**src/hw/rtl/tfim_pkg.sv**
```systemverilog
`default_nettype none

package tfim_pkg;

	// Field widths of one input word and one result word.
	localparam int OPCODE_W  = 2;
	localparam int QSEL_W    = 2;
	localparam int DATA_W    = 32;
	localparam int STATUS_W  = 2;
	localparam int MOVED_W   = 6;

	// Number of queues sharing the store.
	localparam int NUM_QUEUES = 3;

	typedef logic [OPCODE_W-1:0] opcode_t;
	typedef logic [QSEL_W-1:0]   qsel_t;
	typedef logic [DATA_W-1:0]   data_t;
	typedef logic [STATUS_W-1:0] status_t;
	typedef logic [MOVED_W-1:0]  moved_t;

	// Operation codes.
	localparam opcode_t OP_ENQ   = 2'd0;
	localparam opcode_t OP_DEQ   = 2'd1;
	localparam opcode_t OP_MERGE = 2'd2;

	// Result status codes.
	localparam status_t STATUS_OK    = 2'd0;
	localparam status_t STATUS_EMPTY = 2'd1;
	localparam status_t STATUS_FULL  = 2'd2;

endpackage

`default_nettype wire

```
**src/hw/rtl/tfim_in_if.sv**
```systemverilog
`default_nettype none

// Request channel: one operation per word.
interface tfim_in_if;
	logic              valid;
	logic              ready;
	tfim_pkg::opcode_t opcode;
	tfim_pkg::qsel_t   queue_select;
	tfim_pkg::data_t   push_word;

	modport source (output valid, opcode, queue_select, push_word, input ready);
	modport sink   (input valid, opcode, queue_select, push_word, output ready);
endinterface

`default_nettype wire

```
**src/hw/rtl/tfim_out_if.sv**
```systemverilog
`default_nettype none

// Response channel: one result word per request word.
interface tfim_out_if;
	logic              valid;
	logic              ready;
	tfim_pkg::status_t status;
	tfim_pkg::data_t   pop_word;
	tfim_pkg::moved_t  moved_count;

	modport source (output valid, status, pop_word, moved_count, input ready);
	modport sink   (input valid, status, pop_word, moved_count, output ready);
endinterface

`default_nettype wire

```
**src/hw/rtl/tfim_store.sv**
```systemverilog
`default_nettype none

// Shared word store: one write port, one read port with registered read data.
module tfim_store #(
	parameter int ENTRIES = 48,
	parameter int AW      = 6
) (
	input  wire logic            clk,
	input  wire logic            we,
	input  wire logic [AW-1:0]   waddr,
	input  wire tfim_pkg::data_t wdata,
	input  wire logic [AW-1:0]   raddr,
	output tfim_pkg::data_t      rdata
);

	tfim_pkg::data_t mem [ENTRIES];

	// Write port.
	always_ff @(posedge clk) begin
		if (we) begin
			mem[waddr] <= wdata;
		end
	end

	// Read port with registered read data.
	always_ff @(posedge clk) begin
		rdata <= mem[raddr];
	end

endmodule

`default_nettype wire

```
**src/hw/rtl/triple_fifo_interleave_merge_core.sv**
```systemverilog
// Results: enqueue and rejected operations register their result word on acceptance; a dequeue
// registers it from the ST_POP state after its store read; a merge once both sources are empty
// or queue 2 is full. Throughput: one operation at a time; a merge holds off requests while it runs,
// one source visited per cycle, plus any wait for the previous result word to be taken.
// Reset: arst_n clears all queue pointers and fill counts at once; the store itself
// is not cleared, since an entry is only read after it was written.
`default_nettype none

module triple_fifo_interleave_merge_core #(
	parameter int DEPTH = 16
) (
	input  wire logic  clk,
	input  wire logic  arst_n,
	tfim_in_if.sink    req,
	tfim_out_if.source rsp
);

	localparam int ENTRIES = tfim_pkg::NUM_QUEUES * DEPTH;
	localparam int AW      = $clog2(ENTRIES);
	localparam int IW      = $clog2(DEPTH);
	localparam int CW      = $clog2(DEPTH + 1);

	localparam logic [AW-1:0] BASE1 = AW'(DEPTH);
	localparam logic [AW-1:0] BASE2 = AW'(2 * DEPTH);
	localparam logic [IW-1:0] IDX_LAST = IW'(DEPTH - 1);
	localparam logic [CW-1:0] CNT_FULL = CW'(DEPTH);

	localparam logic [1:0] ST_IDLE  = 2'd0;
	localparam logic [1:0] ST_POP   = 2'd1;
	localparam logic [1:0] ST_MERGE = 2'd2;

	logic [1:0]    state_q;
	logic [IW-1:0] head_q [tfim_pkg::NUM_QUEUES];
	logic [IW-1:0] tail_q [tfim_pkg::NUM_QUEUES];
	logic [CW-1:0] cnt_q  [tfim_pkg::NUM_QUEUES];
	logic          src_q;
	tfim_pkg::moved_t moved_q;

	// Pending merge write into queue 2, issued in the cycle after its read.
	logic          mv_pend_s1;
	logic [AW-1:0] mv_waddr_s1;

	logic              rsp_valid_q;
	tfim_pkg::status_t status_q;
	tfim_pkg::data_t   pop_word_q;
	tfim_pkg::moved_t  moved_count_q;

	logic            acc;
	logic            sel_ok;
	tfim_pkg::qsel_t q_idx;
	logic [IW-1:0]   head_cur;
	logic [IW-1:0]   tail_cur;
	logic [CW-1:0]   cnt_cur;
	logic            enq_go;
	logic            deq_go;
	logic [CW-1:0]   cnt_oth;
	logic            q2_full;
	logic            mv_go;
	logic            mv_end_ok;
	logic            mv_end_full;
	logic            we;
	logic [AW-1:0]   waddr;
	tfim_pkg::data_t wdata;
	logic [AW-1:0]   raddr;
	tfim_pkg::data_t rdata;

	function automatic logic [IW-1:0] ring_next(input logic [IW-1:0] i);
		return (i == IDX_LAST) ? '0 : i + IW'(1);
	endfunction

	function automatic logic [AW-1:0] q_base(input tfim_pkg::qsel_t q);
		return q[1] ? BASE2 : (q[0] ? BASE1 : '0);
	endfunction

	// Handshake and queue selection; a merge addresses its current source queue.
	assign req.ready = (state_q == ST_IDLE) && (!rsp_valid_q || rsp.ready);
	assign acc       = req.valid && req.ready;
	assign sel_ok    = req.queue_select < tfim_pkg::QSEL_W'(tfim_pkg::NUM_QUEUES);
	assign q_idx     = (state_q == ST_MERGE) ? {1'b0, src_q} : req.queue_select;
	assign head_cur  = head_q[q_idx];
	assign tail_cur  = tail_q[q_idx];
	assign cnt_cur   = cnt_q[q_idx];

	assign enq_go = acc && (req.opcode == tfim_pkg::OP_ENQ) && sel_ok && (cnt_cur != CNT_FULL);
	assign deq_go = acc && (req.opcode == tfim_pkg::OP_DEQ) && sel_ok && (cnt_cur != '0);

	// Merge step decisions for the current source queue.
	assign cnt_oth     = src_q ? cnt_q[0] : cnt_q[1];
	assign q2_full     = (cnt_q[2] == CNT_FULL);
	assign mv_go       = (state_q == ST_MERGE) && (cnt_cur != '0) && !q2_full;
	assign mv_end_ok   = (state_q == ST_MERGE) && (cnt_cur == '0) && (cnt_oth == '0);
	assign mv_end_full = (state_q == ST_MERGE) && (cnt_cur != '0) && q2_full;

	// Store port muxing: enqueue writes directly, a merge writes the word read last cycle.
	always_comb begin
		if (mv_pend_s1) begin
			we    = 1'b1;
			waddr = mv_waddr_s1;
			wdata = rdata;
		end else begin
			we    = enq_go;
			waddr = q_base(q_idx) + AW'(tail_cur);
			wdata = req.push_word;
		end
	end
	assign raddr = q_base(q_idx) + AW'(head_cur);

	tfim_store #(
		.ENTRIES(ENTRIES),
		.AW     (AW)
	) u_store (
		.clk  (clk),
		.we   (we),
		.waddr(waddr),
		.wdata(wdata),
		.raddr(raddr),
		.rdata(rdata)
	);

	// Sequencer state, merge source and moved count.
	always_ff @(posedge clk or negedge arst_n) begin
		if (!arst_n) begin
			state_q    <= ST_IDLE;
			src_q      <= 1'b0;
			moved_q    <= '0;
			mv_pend_s1 <= 1'b0;
		end else begin
			mv_pend_s1 <= mv_go;
			case (state_q)
				ST_IDLE: begin
					if (deq_go) begin
						state_q <= ST_POP;
					end else if (acc && (req.opcode == tfim_pkg::OP_MERGE)) begin
						state_q <= ST_MERGE;
						src_q   <= 1'b0;
						moved_q <= '0;
					end
				end
				ST_POP: begin
					state_q <= ST_IDLE;
				end
				ST_MERGE: begin
					if (mv_end_ok || mv_end_full) begin
						state_q <= ST_IDLE;
					end else if (mv_go) begin
						src_q   <= ~src_q;
						moved_q <= moved_q + tfim_pkg::MOVED_W'(1);
					end else begin
						// Current source empty, the other still holds words.
						src_q <= ~src_q;
					end
				end
				default: begin
					state_q <= ST_IDLE;
				end
			endcase
		end
	end

	// Write address of a merge move, paired with the read issued this cycle.
	always_ff @(posedge clk) begin
		if (mv_go) begin
			mv_waddr_s1 <= BASE2 + AW'(tail_q[2]);
		end
	end

	// Queue pointers and fill counts.
	always_ff @(posedge clk or negedge arst_n) begin
		if (!arst_n) begin
			for (int i = 0; i < tfim_pkg::NUM_QUEUES; i++) begin
				head_q[i] <= '0;
				tail_q[i] <= '0;
				cnt_q[i]  <= '0;
			end
		end else begin
			if (enq_go) begin
				tail_q[q_idx] <= ring_next(tail_cur);
				cnt_q[q_idx]  <= cnt_cur + CW'(1);
			end
			if (deq_go) begin
				head_q[q_idx] <= ring_next(head_cur);
				cnt_q[q_idx]  <= cnt_cur - CW'(1);
			end
			if (mv_go) begin
				head_q[q_idx] <= ring_next(head_cur);
				cnt_q[q_idx]  <= cnt_cur - CW'(1);
				tail_q[2]     <= ring_next(tail_q[2]);
				cnt_q[2]      <= cnt_q[2] + CW'(1);
			end
		end
	end

	// Result word register.
	always_ff @(posedge clk or negedge arst_n) begin
		if (!arst_n) begin
			rsp_valid_q <= 1'b0;
		end else begin
			if ((acc && !deq_go && (req.opcode != tfim_pkg::OP_MERGE)) ||
			    (state_q == ST_POP) || mv_end_ok || mv_end_full) begin
				rsp_valid_q <= 1'b1;
			end else if (rsp.ready) begin
				rsp_valid_q <= 1'b0;
			end
		end
	end

	always_ff @(posedge clk) begin
		if (acc && !deq_go && (req.opcode != tfim_pkg::OP_MERGE)) begin
			pop_word_q    <= '0;
			moved_count_q <= '0;
			if ((req.opcode == tfim_pkg::OP_ENQ) && sel_ok && !enq_go) begin
				status_q <= tfim_pkg::STATUS_FULL;
			end else if ((req.opcode == tfim_pkg::OP_DEQ) && sel_ok) begin
				status_q <= tfim_pkg::STATUS_EMPTY;
			end else begin
				status_q <= tfim_pkg::STATUS_OK;
			end
		end else if (state_q == ST_POP) begin
			status_q      <= tfim_pkg::STATUS_OK;
			pop_word_q    <= rdata;
			moved_count_q <= '0;
		end else if (mv_end_ok || mv_end_full) begin
			status_q      <= mv_end_full ? tfim_pkg::STATUS_FULL : tfim_pkg::STATUS_OK;
			pop_word_q    <= '0;
			moved_count_q <= moved_q;
		end
	end

	assign rsp.valid       = rsp_valid_q;
	assign rsp.status      = status_q;
	assign rsp.pop_word    = pop_word_q;
	assign rsp.moved_count = moved_count_q;

endmodule

`default_nettype wire

```
**src/flat_wrapper.sv**
```systemverilog
// flat-port wrapper written by rule: the top's interface ports become plain ports
module triple_fifo_interleave_merge_core_flat 
#(
	parameter int DEPTH = 16
)
  (clk, arst_n, req_valid, req_opcode, req_queue_select, req_push_word, req_ready, rsp_valid, rsp_status, rsp_pop_word, rsp_moved_count, rsp_ready);
  tfim_in_if req_i ();
  tfim_out_if rsp_i ();
  input  wire logic clk;
  input  wire logic arst_n;
  input wire logic [$bits(req_i.valid)-1:0] req_valid;
  input wire logic [$bits(req_i.opcode)-1:0] req_opcode;
  input wire logic [$bits(req_i.queue_select)-1:0] req_queue_select;
  input wire logic [$bits(req_i.push_word)-1:0] req_push_word;
  output wire logic [$bits(req_i.ready)-1:0] req_ready;
  output wire logic [$bits(rsp_i.valid)-1:0] rsp_valid;
  output wire logic [$bits(rsp_i.status)-1:0] rsp_status;
  output wire logic [$bits(rsp_i.pop_word)-1:0] rsp_pop_word;
  output wire logic [$bits(rsp_i.moved_count)-1:0] rsp_moved_count;
  input wire logic [$bits(rsp_i.ready)-1:0] rsp_ready;
  assign req_i.valid = req_valid;
  assign req_i.opcode = req_opcode;
  assign req_i.queue_select = req_queue_select;
  assign req_i.push_word = req_push_word;
  assign req_ready = req_i.ready;
  assign rsp_valid = rsp_i.valid;
  assign rsp_status = rsp_i.status;
  assign rsp_pop_word = rsp_i.pop_word;
  assign rsp_moved_count = rsp_i.moved_count;
  assign rsp_i.ready = rsp_ready;
  triple_fifo_interleave_merge_core #(.DEPTH(DEPTH)) u_core (.clk(clk), .arst_n(arst_n), .req(req_i), .rsp(rsp_i));
endmodule
```
**config.mk**
```make
export PLATFORM = sky130hd
export DESIGN_NAME = triple_fifo_interleave_merge_core_flat
export DESIGN_NICKNAME = d
export VERILOG_FILES = /design/src/hw/rtl/tfim_pkg.sv /design/src/hw/rtl/tfim_in_if.sv /design/src/hw/rtl/tfim_out_if.sv /design/src/hw/rtl/tfim_store.sv /design/src/hw/rtl/triple_fifo_interleave_merge_core.sv /design/src/flat_wrapper.sv
export SDC_FILE = /design/constraint.sdc
export NUM_CORES = 2
export LEC_CHECK = 0
export BUFFER_PORTS_ARGS = -buffer_cell sky130_fd_sc_hd__buf_2
export CORE_MARGIN = 2
export CORE_UTILIZATION = 45
export CTS_BUF_LIST = sky130_fd_sc_hd__clkbuf_16
export DETAILED_ROUTE_END_ITERATION = 10
export GPL_TIMING_DRIVEN = 0
export MAX_ROUTING_LAYER = met4
export PLACE_DENSITY = 0.65
export SYNTH_ARGS = -nofsm -noshare
export SYNTH_HDL_FRONTEND = slang
export SYNTH_SLANG_ARGS = --single-unit
```
**constraint.sdc**
```tcl
create_clock -name clk -period 17.31 [get_ports clk]
set_clock_uncertainty 0.1 [all_clocks]
set_input_delay 3.462 -clock clk [delete_from_list [all_inputs] [get_ports clk]]
set_output_delay 3.462 -clock clk [all_outputs]
set_load 0.03 [all_outputs]
```
==> results by group <==
Synth
  – Sequential-to-total area share from yosys stat: between 70% and 80%
  – Netlist cell types: 70
  – Ranking of synthesized cells by area: edfxtp_1, mux4_2, nand2_1
  – Ys Warns: 0
  – Post-Syn Instances: ~3900
  – Top-count cell post-synth: edfxtp_1
  – Avg Cell Area, Syn: about 17 sq um
  – Post-synth top area share: about 72%
  – Netlist Area Pre-Place: ~0.065 sq mm
  – Register bit count reported by yosys: 1662
  – List of most frequent post-synthesis cells: edfxtp_1, nand2_1, mux4_2
  – Synthesized Nets: 3945
  – Synth async-reset ratio: 3.01%
  – Synth Flop Type: edfxtp_1
  – EDFF count, synth: between 1500 and 2000
  – Synth area leader: edfxtp_1

Floorplan
  – Full die area: 0.147 sq mm
  – Die Ht: 383 um
  – Initial Util: 45.2%
  – FP Rows: 139
  – Core box area: 0.143 sq mm
  – Die Width: 383 um
  – I/O pins: 82

Detailed routing
  – Drt wl/cell: 30.3 um
  – Total wire length: 190000 um
  – DRC violations left: 0
  – Routed Antenna Nets: 0
  – Post-DR vias/cell: 6.13
  – DR vias: 38392
  – DR pass1 iterations: 6
  – Initial DRC Count: 6173

Critical path
  – Critical Path Start Type: input pin
  – Cell mode on critical path: clkbuf_1
  – Slowest stage delay, CP: 1.07 ns
  – Cell Chain, Critical Path: clkbuf_1 -> inv_1 -> nor2_1 -> nor4_1 -> nor2_1 -> clkbuf_1 -> clkbuf_1 -> a311oi_1 -> o21ai_0 -> nand4_1
  – Critical Path AT: 9.21 ns
  – WP buf/inv: 4
  – Gate family responsible for the most delay along the worst path: simple AND/OR/NAND/NOR gates
  – Worst path slowest cell: nor2_1
  – Worst EP required: 17.70 ns
  – Critical path fanouts, max: 10
  – Worst setup EP type: register
  – Crit Path Category: input pin to register

Global routing
  – First-pass GRT wire length: around 270000 um
  – Total congestion overflow: 0
  – Initial antenna violation count: 6
  – GRT Total Usage: between 20% and 30%
  – Largest net degree at the start of global routing: approximately 50
  – Vias in the first global route: 36652

Flow run
  – Max-cap violations: 0

Pwr
  – Max VDD drop: ~140 uV
  – Leakage power: ~25 nW
  – Pwr/cell area: around 200 mW/mm^2
  – Total power: 14.6 mW

Clocking
  – Clock sink count: 1662
  – CTS clock-pin slew for the worst setup and hold paths: about 0.06 ns
  – Post-CTS Setup Bufs: 0
  – CTS tree: done
  – H-tree levels: 4
  – Num CTS Buffers: 164
  – CTS root buf: clkbuf_16
  – CTS Hold Bufs: 0
  – Longest Clk Path Bufs: 3
  – PostCTS Resize Cnt: 0
  – Worst skew pair latency: about 0.82 ns

Placed design
  – DP HPWL: around 130000 um
  – Port Buf Inserts: 79
  – RePlAce Congestion: 0.923

Timing
  – Final Hold Vio Count: 0
  – Minimum clock period after layout: 8.82 ns
  – Final Max Tran Viols: 0
  – RSZ-0062 raised after global routing: false
  – Period utilization: 51.0%
  – Slew at the pin closest to its max-slew limit: approximately 1.5 ns
  – Setup TNS: 0 ns
  – Rel. slew slack: roughly 2.7%
  – Final setup viols: 0
  – Max Fclk: 113 MHz

Final layout
  – Layout area overhead: 14.5%
  – Final #Nets: between 4000 and 5000
  – Layout filler cell count: 11403
  – Register Area: roughly 0.05 sq mm
  – Multi-input gate area: 0.0150 sq mm
  – Layout cells sized above 1: 16.9%

Outcome
  – Status: completed

Hold path
  – Hold Crit Class: register to register
[worst register-to-register path, stage by stage (launching register included)]
cell and delay (ns):
dfrtp_1 0.45, and2b_1 0.23, buf_4 0.18, buf_2 0.20, o21ai_1 0.30, clkbuf_1 0.56, and3_1 0.30, or2_2 0.13
inv_1 0.05, ha_1 0.25, inv_1 0.13, a311oi_2 0.08, a21boi_1 0.71, nand2_1 0.49, or3_1 0.52, clkbuf_1 0.43
nor2_4 0.61, buf_12 0.26
[layout by cell type (no fill, tap or decap), drive strengths merged, types with 34 or more instances in the layout]
master  instances
and3          155
dfxtp          70
edfxtp       1542
a22o           34
nor2           89
o21ai         109
mux2           41
nand4          39
mux2i          70
clkinv         66
buf           247
mux4          204
nand2         728
dfrtp          50
a22oi          81
inv            77
a21oi          48
nand3          35
a311oi        150
clkbuf        326
[cell type report]
cell class / instances / area share, %
tap: 1903 / 3.21
inverter: 19 / 0.0962
sequential: 1662 / 66.0
antenna: 1 / 0.00338
clock inverter: 133 / 1.12
multi-input combinational: 1973 / 20.3
timing repair buffer: 165 / 2.32
buffer: 243 / 1.37
clock buffer: 165 / 5.57
[path summary, 6_finish.rpt]
path                                               from                         end  slack (ns)  cells past startpoint
worst max register to register        u_core.state_q[1]  u_core.u_store.mem[20][24]       10.93                     17
min in group asynchronous                        arst_n            u_core.tail_q[1]        2.79                      1
worst min-delay path            u_core.rsp.pop_word[14]     u_core.rsp.pop_word[14]        0.37                      1
worst max-delay path                req_queue_select[1]     u_core.u_store.rdata[3]        8.49                     10
worst min register to register  u_core.rsp.pop_word[14]     u_core.rsp.pop_word[14]        0.37                      1
max in group asynchronous                        arst_n            u_core.head_q[1]       13.57                      1
[kinds of logic (layout without fill, tap and decap cells)]
logic type | count (synthesis) | in the layout | share of synthesized area (%)
flip-flops | 1662 | 1662 | 75.6
AND/OR/NAND/NOR | 1119 | 1119 | 7.58
AO/OA/AOI/OAI | 514 | 514 | 5.83
multiplexers | 315 | 315 | 8.89
buffers and inverters | 262 | 725 | 1.67
XOR/XNOR | 17 | 17 | 0.230
adder cells (fa/ha/maj) | 8 | 8 | 0.155
other | 0 | 1 | 0
[power by group]
part | switching [mW] | internal (mW)
clock | 1.50 | 1.83
combinational | 4.12 | 1.74
sequential | 0.128 | 5.23
total | 5.75 | 8.80
[routing by layer]
| layer | vias up | track usage, % | part of all wire [%] |
|---|---|---|---|
| met2 | 2349 | 40.2 | 47 |
| li1 | 16007 | - | - |
| met4 | 0 | 9.48 | 3.6 |
| met1 | 19684 | 35.5 | 39 |
| met3 | 352 | 5.76 | 11 |
| met5 | - | - | 0 |
[through the flow]
stage	instance area [sq um]	utilization [%]	hold WS, ns	cells	setup WS, ns
after CTS	74100	51.8	0.372	6263	8.74
after global placement	67500	47.2	0.350	5879	3.52
after detailed placement	69200	48.3	0.356	5965	7.91
after global routing	74100	51.8	0.380	6263	8.30
after floorplan	64700	-	0.328	3897	8.60
final	74100	51.8	0.368	6264	8.49
[registers in the layout (all words and copies together) (netlist names)]
name                    cells
u_core.cnt_q               15
u_core.rsp.moved_count      6
u_core.state_q              2
u_core.u_store.mem       1536
u_core.head_q              12
u_core.rsp.valid            1
u_core.moved_q              6
u_core.src_q                1
u_core.mv_pend_s1           1
u_core.rsp.pop_word        32
u_core.mv_waddr_s1          4
u_core.u_store.rdata       32
u_core.tail_q              12
u_core.rsp.status           2
No activity file was read; power rests on OpenSTA's default activity.
